[src/rtl/blist_pkg.sv]
package blist_pkg;

  // Capacity of the store and derived widths
  localparam int DEPTH   = 16;
  localparam int AW      = (DEPTH > 1) ? $clog2(DEPTH) : 1;
  localparam int CW      = $clog2(DEPTH + 1);

  // Fixed field widths
  localparam int VALUE_W = 32;
  localparam int KIND_W  = 3;
  localparam int COUNT_W = 5;
  localparam int ERR_W   = 2;

  // Port widths (tdata padded to whole bytes)
  localparam int IN_DATA_W  = 32;
  localparam int IN_USER_W  = KIND_W;
  localparam int OUT_DATA_W = 40;
  localparam int OUT_USER_W = 2 + ERR_W;

  typedef enum logic [KIND_W-1:0] {
    KIND_PUSH   = 3'd0,
    KIND_POP    = 3'd1,
    KIND_REMOVE = 3'd2,
    KIND_CLEAR  = 3'd3,
    KIND_FIND   = 3'd4
  } kind_t;

  typedef enum logic [ERR_W-1:0] {
    ERR_NONE  = 2'd0,
    ERR_EMPTY = 2'd1,
    ERR_FULL  = 2'd2
  } err_t;

endpackage

[src/rtl/bounded_list_push_pop_remove_find.sv]
// Channel  | Ports            | Contents
// ---------+------------------+---------------------------------------------
// in       | in_t*   (slave)  | one operation request: kind, operand_value
// out      | out_t*  (master) | one result per request: found, front, count,
//          |                  | error code
//
// Path: a request holds the block from its accept cycle up to the edge that
// loads the output register. Push, clear, unused kinds, both error cases, a
// pop that empties the store and remove or find on an empty store go from
// S_IDLE straight to S_RESP; any other pop passes S_FRONT to fetch the new
// front; remove and find walk every stored entry in S_WALK.
// The walk is set by the single read port of the entry memory: one
// entry read per cycle, compared in the next cycle by a shared comparator,
// after which the compare stage drains and the walk closes.
// Reset: synchronous, active low; the store comes up empty (head 0).
// Stalls: the result sits in an output register; a new request is taken
// while it waits, and the next result waits in S_RESP until it drains.
// in_tready is high only in S_IDLE.
module bounded_list_push_pop_remove_find (
  input  logic                               clk,
  input  logic                               rst_n,
  input  logic                               in_tvalid,
  output logic                               in_tready,
  input  logic [blist_pkg::IN_DATA_W-1:0]    in_tdata,   // [31:0] operand_value
  input  logic [blist_pkg::IN_USER_W-1:0]    in_tuser,   // [2:0] kind
  output logic                               out_tvalid,
  input  logic                               out_tready,
  output logic [blist_pkg::OUT_DATA_W-1:0]   out_tdata,  // [31:0] front_value,
                                                         // [36:32] entry_count,
                                                         // [39:37] zero
  output logic [blist_pkg::OUT_USER_W-1:0]   out_tuser   // [0] found,
                                                         // [1] front_valid,
                                                         // [3:2] error_code
);
  import blist_pkg::*;

  typedef enum logic [1:0] {
    S_IDLE,
    S_WALK,
    S_FRONT,
    S_RESP
  } state_t;

  localparam logic [AW:0] DEPTH_W = (AW+1)'(DEPTH);
  localparam logic [CW-1:0] DEPTH_C = CW'(DEPTH);

  // Store is a circular buffer: head_r points at the front entry,
  // entry i lives at head_r + i (mod DEPTH).
  function automatic logic [AW-1:0] slot(input logic [AW-1:0] h,
                                         input logic [CW-1:0] off);
    logic [AW:0] s;
    s = {1'b0, h} + {1'b0, AW'(off)};
    if (s >= DEPTH_W) begin
      s = s - DEPTH_W;
    end
    return s[AW-1:0];
  endfunction

  function automatic logic [AW-1:0] ptr_inc(input logic [AW-1:0] p);
    return (p == AW'(DEPTH - 1)) ? '0 : p + 1'b1;
  endfunction

  function automatic logic [AW-1:0] ptr_dec(input logic [AW-1:0] p);
    return (p == '0) ? AW'(DEPTH - 1) : p - 1'b1;
  endfunction

  // Entry memory: one write, one registered read per cycle
  logic [VALUE_W-1:0] store_mem [DEPTH];
  logic               mem_we;
  logic [AW-1:0]      mem_waddr;
  logic [VALUE_W-1:0] mem_wdata;
  logic [AW-1:0]      mem_raddr;
  logic [VALUE_W-1:0] rdata_r;

  always_ff @(posedge clk) begin
    if (mem_we) begin
      store_mem[mem_waddr] <= mem_wdata;
    end
    rdata_r <= store_mem[mem_raddr];
  end

  state_t             state_r,  state_nxt;
  logic [AW-1:0]      head_r,   head_nxt;
  logic [CW-1:0]      cnt_r,    cnt_nxt;
  logic [CW-1:0]      rd_r,     rd_nxt;    // next entry to read
  logic [CW-1:0]      wr_r,     wr_nxt;    // next compaction slot
  logic               chk_r,    chk_nxt;   // rdata_r holds an entry to check
  kind_t              kind_r,   kind_nxt;
  logic [VALUE_W-1:0] op_r,     op_nxt;
  logic [VALUE_W-1:0] front_r,  front_nxt;
  logic               found_r,  found_nxt;
  err_t               err_r,    err_nxt;
  logic               out_tvalid_r, out_tvalid_nxt;
  logic [OUT_DATA_W-1:0] out_tdata_r, out_tdata_nxt;
  logic [OUT_USER_W-1:0] out_tuser_r, out_tuser_nxt;

  logic  in_acc;
  kind_t in_kind;

  assign in_tready = (state_r == S_IDLE);
  assign in_acc    = in_tvalid && in_tready;
  assign in_kind   = kind_t'(in_tuser[KIND_W-1:0]);

  always_comb begin
    state_nxt      = state_r;
    head_nxt       = head_r;
    cnt_nxt        = cnt_r;
    rd_nxt         = rd_r;
    wr_nxt         = wr_r;
    chk_nxt        = chk_r;
    kind_nxt       = kind_r;
    op_nxt         = op_r;
    front_nxt      = front_r;
    found_nxt      = found_r;
    err_nxt        = err_r;
    out_tvalid_nxt = out_tvalid_r;
    out_tdata_nxt  = out_tdata_r;
    out_tuser_nxt  = out_tuser_r;
    mem_we         = 1'b0;
    mem_waddr      = head_r;
    mem_wdata      = op_r;
    mem_raddr      = head_r;

    if (out_tvalid_r && out_tready) begin
      out_tvalid_nxt = 1'b0;
    end

    unique case (state_r)
      S_IDLE: begin
        if (in_acc) begin
          kind_nxt  = in_kind;
          op_nxt    = in_tdata[VALUE_W-1:0];
          found_nxt = 1'b0;
          err_nxt   = ERR_NONE;
          rd_nxt    = '0;
          wr_nxt    = '0;
          chk_nxt   = 1'b0;
          state_nxt = S_RESP;
          unique case (in_kind)
            KIND_PUSH: begin
              if (cnt_r == DEPTH_C) begin
                err_nxt = ERR_FULL;
              end else begin
                head_nxt  = ptr_dec(head_r);
                mem_we    = 1'b1;
                mem_waddr = ptr_dec(head_r);
                mem_wdata = in_tdata[VALUE_W-1:0];
                front_nxt = in_tdata[VALUE_W-1:0];
                cnt_nxt   = cnt_r + 1'b1;
              end
            end
            KIND_POP: begin
              if (cnt_r == '0) begin
                err_nxt = ERR_EMPTY;
              end else begin
                head_nxt  = ptr_inc(head_r);
                cnt_nxt   = cnt_r - 1'b1;
                mem_raddr = ptr_inc(head_r);
                if (cnt_r != CW'(1)) begin
                  state_nxt = S_FRONT;
                end
              end
            end
            KIND_REMOVE, KIND_FIND: begin
              if (cnt_r != '0) begin
                state_nxt = S_WALK;
              end
            end
            KIND_CLEAR: begin
              cnt_nxt = '0;
            end
            default: begin
            end
          endcase
        end
      end

      S_WALK: begin
        // issue side: one read per cycle
        if (rd_r < cnt_r) begin
          mem_raddr = slot(head_r, rd_r);
          rd_nxt    = rd_r + 1'b1;
          chk_nxt   = 1'b1;
        end else begin
          chk_nxt   = 1'b0;
        end
        // check side: entry read last cycle
        if (chk_r) begin
          if (kind_r == KIND_FIND) begin
            if (rdata_r == op_r) begin
              found_nxt = 1'b1;
            end
          end else if (rdata_r != op_r) begin
            // survivor moves down; wr_r never passes rd_r
            mem_we    = 1'b1;
            mem_waddr = slot(head_r, wr_r);
            mem_wdata = rdata_r;
            wr_nxt    = wr_r + 1'b1;
            if (wr_r == '0) begin
              front_nxt = rdata_r;
            end
          end
        end
        if ((rd_r == cnt_r) && !chk_r) begin
          if (kind_r == KIND_REMOVE) begin
            cnt_nxt = wr_r;
          end
          state_nxt = S_RESP;
        end
      end

      S_FRONT: begin
        front_nxt = rdata_r;
        state_nxt = S_RESP;
      end

      S_RESP: begin
        if (!out_tvalid_r || out_tready) begin
          out_tvalid_nxt = 1'b1;
          out_tdata_nxt  = '0;
          out_tdata_nxt[VALUE_W-1:0] = (cnt_r != '0) ? front_r : '0;
          out_tdata_nxt[VALUE_W +: COUNT_W] = COUNT_W'(cnt_r);
          out_tuser_nxt  = {err_r, (cnt_r != '0), found_r};
          state_nxt      = S_IDLE;
        end
      end

      default: begin
        state_nxt = S_IDLE;
      end
    endcase
  end

  always_ff @(posedge clk) begin
    if (!rst_n) begin
      state_r      <= S_IDLE;
      head_r       <= '0;
      cnt_r        <= '0;
      rd_r         <= '0;
      wr_r         <= '0;
      chk_r        <= 1'b0;
      out_tvalid_r <= 1'b0;
    end else begin
      state_r      <= state_nxt;
      head_r       <= head_nxt;
      cnt_r        <= cnt_nxt;
      rd_r         <= rd_nxt;
      wr_r         <= wr_nxt;
      chk_r        <= chk_nxt;
      out_tvalid_r <= out_tvalid_nxt;
      kind_r       <= kind_nxt;
      op_r         <= op_nxt;
      front_r      <= front_nxt;
      found_r      <= found_nxt;
      err_r        <= err_nxt;
      out_tdata_r  <= out_tdata_nxt;
      out_tuser_r  <= out_tuser_nxt;
    end
  end

  assign out_tvalid = out_tvalid_r;
  assign out_tdata  = out_tdata_r;
  assign out_tuser  = out_tuser_r;

`ifndef SYNTH
  a_cnt_bound: assert property (@(posedge clk) disable iff (!rst_n)
    cnt_r <= DEPTH_C)
    else $error("entry count above capacity");

  a_wr_behind_rd: assert property (@(posedge clk) disable iff (!rst_n)
    (state_r == S_WALK) |-> (wr_r <= rd_r))
    else $error("compaction slot passed read index");

  a_full_err: assert property (@(posedge clk) disable iff (!rst_n)
    (out_tvalid_r && (out_tuser_r[3:2] == ERR_FULL)) |->
      (out_tdata_r[VALUE_W +: COUNT_W] == COUNT_W'(DEPTH)))
    else $error("push-full error with store not full");

  a_found_no_err: assert property (@(posedge clk) disable iff (!rst_n)
    (out_tvalid_r && out_tuser_r[0]) |-> (out_tuser_r[3:2] == ERR_NONE))
    else $error("found reported together with an error");

  a_front_valid: assert property (@(posedge clk) disable iff (!rst_n)
    out_tvalid_r |-> (out_tuser_r[1] == (out_tdata_r[VALUE_W +: COUNT_W] != '0)))
    else $error("front valid flag disagrees with count");
`endif

endmodule
[config.mk]
export PLATFORM = sky130hd
export DESIGN_NAME = bounded_list_push_pop_remove_find
export DESIGN_NICKNAME = d
export VERILOG_FILES = /design/src/rtl/blist_pkg.sv /design/src/rtl/bounded_list_push_pop_remove_find.sv
export SDC_FILE = /design/constraint.sdc
export NUM_CORES = 1
export LEC_CHECK = 0
export BUFFER_PORTS_ARGS = -buffer_cell sky130_fd_sc_hd__buf_4
export CORE_MARGIN = 1
export CORE_UTILIZATION = 41
export DETAILED_ROUTE_END_ITERATION = 8
export SYNTH_ARGS = -nofsm -noshare
export SYNTH_HDL_FRONTEND = slang
export SYNTH_SLANG_ARGS = --single-unit
[constraint.sdc]
create_clock -name clk -period 9.9 [get_ports clk]
set_input_delay 1.485 -clock clk [delete_from_list [all_inputs] [get_ports clk]]
set_output_delay 1.485 -clock clk [all_outputs]
set_load 0.05 [all_outputs]
==> results of run 1 <==
flip-flops by register name, summed over array words and instances, names as in the netlist, 5 cells and up:
name / flops
front_r: 32
cnt_r: 5
rd_r: 5
out_tdata: 37
store_mem: 512
wr_r: 5
op_r: 32
rdata_r: 32
logic make-up (layout without fill, tap and decap cells):
logic type | count (synthesis) | in the layout | synth area share
compound gates | 135 | 135 | 0.03573
xor+xnor | 46 | 46 | 0.01475
fa+ha+maj | 25 | 25 | 0.01200
buf+inv | 111 | 275 | 0.01887
flops | 678 | 678 | 0.7252
mux | 172 | 172 | 0.1234
other cells | 1 | 5 | 0.0001373
simple gates | 390 | 390 | 0.06990
layout make-up:
class / count / area [sq um] / share of cell area
Sequential cell: 678 / 19810 / 0.6331
Multi-Input combinational cell: 771 / 7188 / 0.2297
Clock buffer: 96 / 1964 / 0.06278
Tap cell: 864 / 1081 / 0.03455
Timing Repair Buffer: 120 / 900.9 / 0.02879
Clock inverter: 35 / 251.5 / 0.008037
Inverter: 24 / 90.09 / 0.002879
Antenna cell: 2 / 5.005 / 0.0001599
power by group:
part	leakage [uW]	internal [uW]	switching, uW
Sequential	0.00609	3570	126
Clock	0.00109	1430	1110
Combinational	0.00287	586	1120
worst paths after layout:
path / startpoint / end
max: in_tuser[1] / store_mem[1][3]$_DFFE_PP_
min: found_r$_DFFE_PP_ / out_tuser[0]$_DFFE_PP_
max reg2reg: cnt_r[0]$_SDFFE_PN0P_ / store_mem[1][3]$_DFFE_PP_
min reg2reg: found_r$_DFFE_PP_ / out_tuser[0]$_DFFE_PP_
metal layers:
metal	track usage	wire [microns]	share of wire
met1	0.2886	29700	0.43
met2	0.3236	32010	0.47
met3	0.05097	5149	0.075
met4	0.05994	1522	0.022
met5	0	31	0.00045
cell usage in the layout, fill, tap and decap left out, types with 22 or more instances in the layout:
cell type / n
and2_1: 33
buf_4: 120
nor2_1: 32
nand4_1: 45
clkbuf_16: 74
a22oi_1: 31
nand2_1: 151
mux4_2: 128
xnor2_1: 37
nand3_1: 79
inv_1: 23
ha_1: 22
mux2_2: 39
edfxtp_1: 623
a21oi_1: 24
dfxtp_1: 55
worst max-delay path: stages:
cell	delay, ns
buf_4	0.16
nand4bb_1	0.37
nor3_4	0.20
buf_4	0.51
o22ai_2	0.30
buf_4	0.36
a221o_1	0.58
nor3_2	1.00
buf_4	0.54
through the flow:
stage               total power (uW)  hold WS, ns  cells  instance area (sq um)
CTS                             8008       0.4188   2588                  31290
global route                    8253       0.4222   2588                  31290
detailed placement              5469       0.4045   2457                  29070
finish                          7943       0.4175   2590                  31290
global placement                5429       0.4113   2457                  29070
floorplan                       4856       0.4003   1560                  27320
==> flow_metrics.env, run 1 <==
export IMPL_status="completed"
export IMPL_path_clk_slew_ns=0.06
export IMPL_worstMarginPinSlew_ns=1.209
export IMPL_period_share=0.5332
export IMPL_synth_area_sq_um=27320
export IMPL_cts_tree="done"
export IMPL_fin_util=0.4751
export IMPL_die_area_sq_um=67660
export IMPL_root_buffer="clkbuf_16"
export IMPL_maxCapViolCount=0
export IMPL_synth_async_reset_ratio=0
export IMPL_p_per_area_nw_per_um2=253.8
export IMPL_wire_per_inst_microns=26.41
export IMPL_nNetsFinal=1730
export IMPL_vias_per_cell=5.718
export IMPL_synth_cells=1558
export IMPL_vdd_drop_max_mv=0.1781
export IMPL_numPortBuffers=81
export IMPL_synthTopCellsByCount="edfxtp_1 (623), nand2_1 (151), mux4_2 (128), nand3_1 (79), dfxtp_1 (55)"
export IMPL_die_x_microns=260.1
export IMPL_num_vias=14810
export IMPL_synth_ff_type="edfxtp_1"
export IMPL_path_max_fanout=34
export IMPL_timing_final_ws_setup_ns=4.621
export IMPL_grt_pass1_wl_microns=100700
export IMPL_rsz0062_at_grt="false"
export IMPL_ys_warn_count=0
export IMPL_synth_edf_count=623
export IMPL_ys_types=67
export IMPL_min_path_cells=0
export IMPL_finalHoldViolCount=0
export IMPL_layout_drive_gt1_share=0.2430
export IMPL_grt_usage=0.2073
export IMPL_cts_buffer_depth=3
export IMPL_wirelength_microns=68410
export IMPL_synth_top_area_cell="edfxtp_1"
export IMPL_hpwl_microns=38930
export IMPL_fillers=5527
export IMPL_clk_latency_ns=0.63
export IMPL_post_cts_buffers=0
export IMPL_yosys_area_top_type_share=0.6849
export IMPL_start_util=0.4147
export IMPL_coreArea_sq_um=65860
export IMPL_fin_crit_ns=5.279
export IMPL_hp_class="register to register"
export IMPL_worstPathRequired_ns=10.17
export IMPL_dr_pass1_iters=8
export IMPL_relSlewSlack=0.1939
export IMPL_fp_dieH_microns=260.1
export IMPL_numCtsBuffers=71
export IMPL_grt_pass1_vias=15050
export IMPL_drc=0
export IMPL_critPathLaunchType="primary input"
export IMPL_drtAntennaViolNets=0
export IMPL_critPathKind="primary input to register"
export IMPL_htreeDepth=3
export IMPL_reg2reg_depth=11
export IMPL_postCtsHoldBufs=0
export IMPL_globalRouteOverflowTotal=0
export IMPL_setup_tns_final_ns=0
export IMPL_ios=85
export IMPL_rows=94
export IMPL_place_ws_ns=4.064
export IMPL_setup_viol=0
export IMPL_syn_area_per_cell_sq_um=17.53
export IMPL_drv_slew=0
export IMPL_yosysSeqAreaShare=0.7252
export IMPL_area_delta_synth_final_pct=14.55
export IMPL_ys_top_cells_by_area="edfxtp_1 (68%), mux4_2 (11%), dfxtp_1 (4.0%)"
export IMPL_cts_resized=0
export IMPL_max_freq_ghz=0.1894
export IMPL_gp_congestion=0.8295
export IMPL_finalClockSkew_ns=0.04602
export IMPL_yosysMostFrequentCell="edfxtp_1"
export IMPL_grt_max_degree=71
export IMPL_cts_sinks=678
export IMPL_end_kind="register"
export IMPL_regToRegSetupSlack_ns=4.77
export IMPL_p_leak_uw=0.01005
export IMPL_worst_endpoint_arrival_ns=5.55
export IMPL_synth_seq_cells=678
export IMPL_antenna_found_initial=2
export IMPL_drt_iter0_drc=1451
Power figures use the tool's default switching activity.
==> run 2: changes to the inputs <==
--- a/config.mk
+++ b/config.mk
@@ -5,6 +5,7 @@
 export SDC_FILE = /design/constraint.sdc
 export NUM_CORES = 1
 export LEC_CHECK = 0
+export ABC_AREA = 1
 export BUFFER_PORTS_ARGS = -buffer_cell sky130_fd_sc_hd__buf_4
 export CORE_MARGIN = 1
 export CORE_UTILIZATION = 41
==> constraint.sdc (replaced) <==
create_clock -name clk -period 4.5 [get_ports clk]
set_input_delay 0.675 -clock clk [delete_from_list [all_inputs] [get_ports clk]]
set_output_delay 0.675 -clock clk [all_outputs]
set_load 0.05 [all_outputs]
==> flow_metrics.env, run 2 <==
export IMPL_setup_tns_final_ns=0
export IMPL_globalRouteOverflowTotal=0
export IMPL_grt_pass1_vias=20260
export IMPL_wirelength_microns=79480
export IMPL_internal_power_uw=14120
export IMPL_period_share=0.8153
export IMPL_setup_viol=0
export IMPL_syn_area_per_cell_sq_um=10.31
export IMPL_htreeDepth=3
export IMPL_min_from="in_tdata[30]"
export IMPL_synth_seq_cells=678
export IMPL_fp_dieH_microns=272.8
export IMPL_grt_max_degree=185
export IMPL_switchingPower_uw=9287
export IMPL_start_util=0.4178
export IMPL_ys_types=45
export IMPL_coreArea_sq_um=71980
export IMPL_clkPwrFrac=0.252
export IMPL_min_to="op_r[30]$_DFFE_PP_"
export IMPL_status="completed"
export IMPL_finalClockSkew_ns=0.01420
export IMPL_yosysSeqAreaShare=0.6587
export IMPL_layout_drive_gt1_share=0.1060
export IMPL_grt_usage=0.2136
export IMPL_hpwl_microns=45810
export IMPL_synth_cells=2918
export IMPL_reg2reg_depth=14
export IMPL_maxCapViolCount=0
export IMPL_drv_slew=0
export IMPL_die_area_sq_um=74430
export IMPL_post_cts_buffers=0
export IMPL_critPathKind="register to register"
export IMPL_place_ws_ns=0.8196
export IMPL_final_cell_mix="nand2_1 (733), edfxtp_1 (623), nand3_1 (622)"
export IMPL_comb_power_share=0.382
export IMPL_drc=0
export IMPL_clk_latency_ns=0.61
export IMPL_vias_per_cell=5.306
export IMPL_cts_tree="done"
export IMPL_path_max_fanout=24
export IMPL_synth_ff_type="edfxtp_1"
export IMPL_final_common_cell="nand2_1"
export IMPL_hp_class="primary input to register"
export IMPL_critPathLaunchType="register"
export IMPL_end_kind="register"
export IMPL_p_per_area_nw_per_um2=679.6
export IMPL_timing_final_ws_setup_ns=0.8311
export IMPL_postCtsHoldBufs=0
export IMPL_rows=98
export IMPL_worstPathRequired_ns=4.79
export IMPL_r2r_start="cnt_r[0]$_SDFFE_PN0P_"
export IMPL_r2r_end="store_mem[1][30]$_DFFE_PP_"
export IMPL_antenna_found_initial=1
export IMPL_yosys_area_top_type_share=0.6221
export IMPL_finalHoldViolCount=0
export IMPL_p_sw_frac=0.3968
export IMPL_root_buffer="clkbuf_16"
export IMPL_worstMarginPinSlew_ns=1.221
export IMPL_cts_sinks=678
export IMPL_relSlewSlack=0.1842
export IMPL_grt_pass1_wl_microns=121700
export IMPL_min_path_cells=1
export IMPL_num_vias=21270
export IMPL_numCtsBuffers=70
export IMPL_fin_crit_ns=3.669
export IMPL_drtAntennaViolNets=0
export IMPL_worst_endpoint_arrival_ns=3.96
export IMPL_regToRegSetupSlack_ns=0.83
export IMPL_dr_pass1_iters=6
export IMPL_synth_async_reset_ratio=0
export IMPL_ys_top_cells_by_area="edfxtp_1 (62%), nand3_1 (10%), nand2_1 (9.2%)"
export IMPL_die_x_microns=272.8
export IMPL_wire_per_inst_microns=19.83
export IMPL_largest_register="store_mem"
export IMPL_drt_iter0_drc=2315
export IMPL_max_freq_ghz=0.2726
export IMPL_vdd_drop_max_mv=0.6491
export IMPL_rsz0062_at_grt="false"
export IMPL_yosysMostFrequentCell="nand2_1"
export IMPL_nNetsFinal=3066
export IMPL_synthTopCellsByCount="nand2_1 (735), edfxtp_1 (623), nand3_1 (622), inv_1 (379), buf_2 (89)"
export IMPL_path_clk_slew_ns=0.06
export IMPL_gp_congestion=0.8928
export IMPL_synth_top_area_cell="edfxtp_1"
export IMPL_power_frac_seq=0.366
export IMPL_area_delta_synth_final_pct=14.52
export IMPL_synth_area_sq_um=30070
export IMPL_synth_edf_count=623
export IMPL_cts_resized=0
export IMPL_cts_buffer_depth=3
export IMPL_ys_warn_count=0
export IMPL_largest_reg_flops=512
export IMPL_ios=85
export IMPL_p_leak_uw=0.01404
export IMPL_numPortBuffers=81
[run 2: cell count changes in the layout (fill, tap and decap cells not counted), sizes merged, moves of 33 or more]
cell / change
nand3: +544
mux2: -33
and2: -33
o21ai: +50
buf: +54
nor2: +37
mux4: -128
inv: +361
nand2: +585
nand4: -34
[run 2: worst max-delay path, stage by stage, from the launching register on]
cell	delay, ns
dfxtp_1	0.46
inv_1	0.15
ha_1	0.25
nand3_1	0.22
inv_1	0.18
nor2_2	0.24
inv_2	0.07
nand2_1	0.07
a21oi_1	0.07
a21oi_1	0.19
nand2_1	0.10
nor2_1	0.15
nand3_1	0.35
nor2_4	0.53
buf_12	0.26
[run 2: power by group through the flow]
stage          registers (uW)  clock network (uW)  logic [uW]
4_1_cts                  8540                6020        8910
6_report                 8560                5900        8950
3_3_place_gp             8660                   0        8750
2_1_floorplan            8630                   0        6110
3_5_place_dp             8680                   0        8860
5_1_grt                  8590                6250        9970
[run 2: kinds of logic (layout without fill, tap and decap cells)]
kind of cell             Yosys count  after routing  share of synthesized area
other                              1              4                  0.0001247
multiplexers                       6              6                   0.002247
AO/OA/AOI/OAI                    163            163                    0.03308
XOR/XNOR                          29             29                   0.008446
flip-flops                       678            678                     0.6587
AND/OR/NAND/NOR                 1464           1464                     0.2124
buffers and inverters            552            689                    0.07410
adder cells (fa/ha/maj)           25             25                    0.01090
[run 2: metrics by stage]
step                std cells  hold WS, ns  area, sq um  total power [uW]  utilization
floorplan                2920       0.4003        30080             14750            -
global placement         3880       0.4075        32100             17410       0.4459
detailed placement       3880       0.4165        32100             17530       0.4459
CTS                      4007       0.2208        34430             23480       0.4783
global route             4007       0.2413        34430             24810       0.4784
finish                   4008       0.2580        34440             23400       0.4784
[run 2: final cells by class]
| class | count | area, sq um |
|---|---|---|
| antenna | 1 | 2.502 |
| clock buffer | 96 | 1964 |
| clock inverter | 31 | 366.6 |
| fill | 6439 | 37540 |
| inverter | 388 | 1459 |
| multi-input combinational | 1690 | 8240 |
| sequential | 678 | 19810 |
| tap | 950 | 1189 |
| timing repair buffer | 174 | 1406 |
[run 2: worst max-delay path by stage]
stage / from / endpoint / slack (ns) / depth (start not counted)
after detailed placement: in_tvalid / store_mem[1][9]$_DFFE_PP_ / 0.82 / 16
after floorplan: rst_n / out_tdata[0]$_SDFFCE_PP0P_ / 0.19 / 3
after global routing: head_r[0]$_SDFFE_PN0P_ / rdata_r[18]$_DFF_P_ / 0.56 / 15
after global placement: in_tvalid / store_mem[1][8]$_DFFE_PP_ / 0.77 / 16
final: cnt_r[0]$_SDFFE_PN0P_ / store_mem[1][30]$_DFFE_PP_ / 0.83 / 14
after CTS: head_r[0]$_SDFFE_PN0P_ / rdata_r[1]$_DFF_P_ / 0.86 / 15
[run 2: per-layer routing]
| metal | global-route usage | up-vias | part of all wire |
|---|---|---|---|
| met5 | 0 | - | 0 |
| met3 | 0.03462 | 112 | 0.081 |
| met1 | 0.3015 | 10260 | 0.44 |
| met4 | 0.06609 | 0 | 0.021 |
| met2 | 0.3374 | 876 | 0.46 |
| li1 | - | 10030 | - |
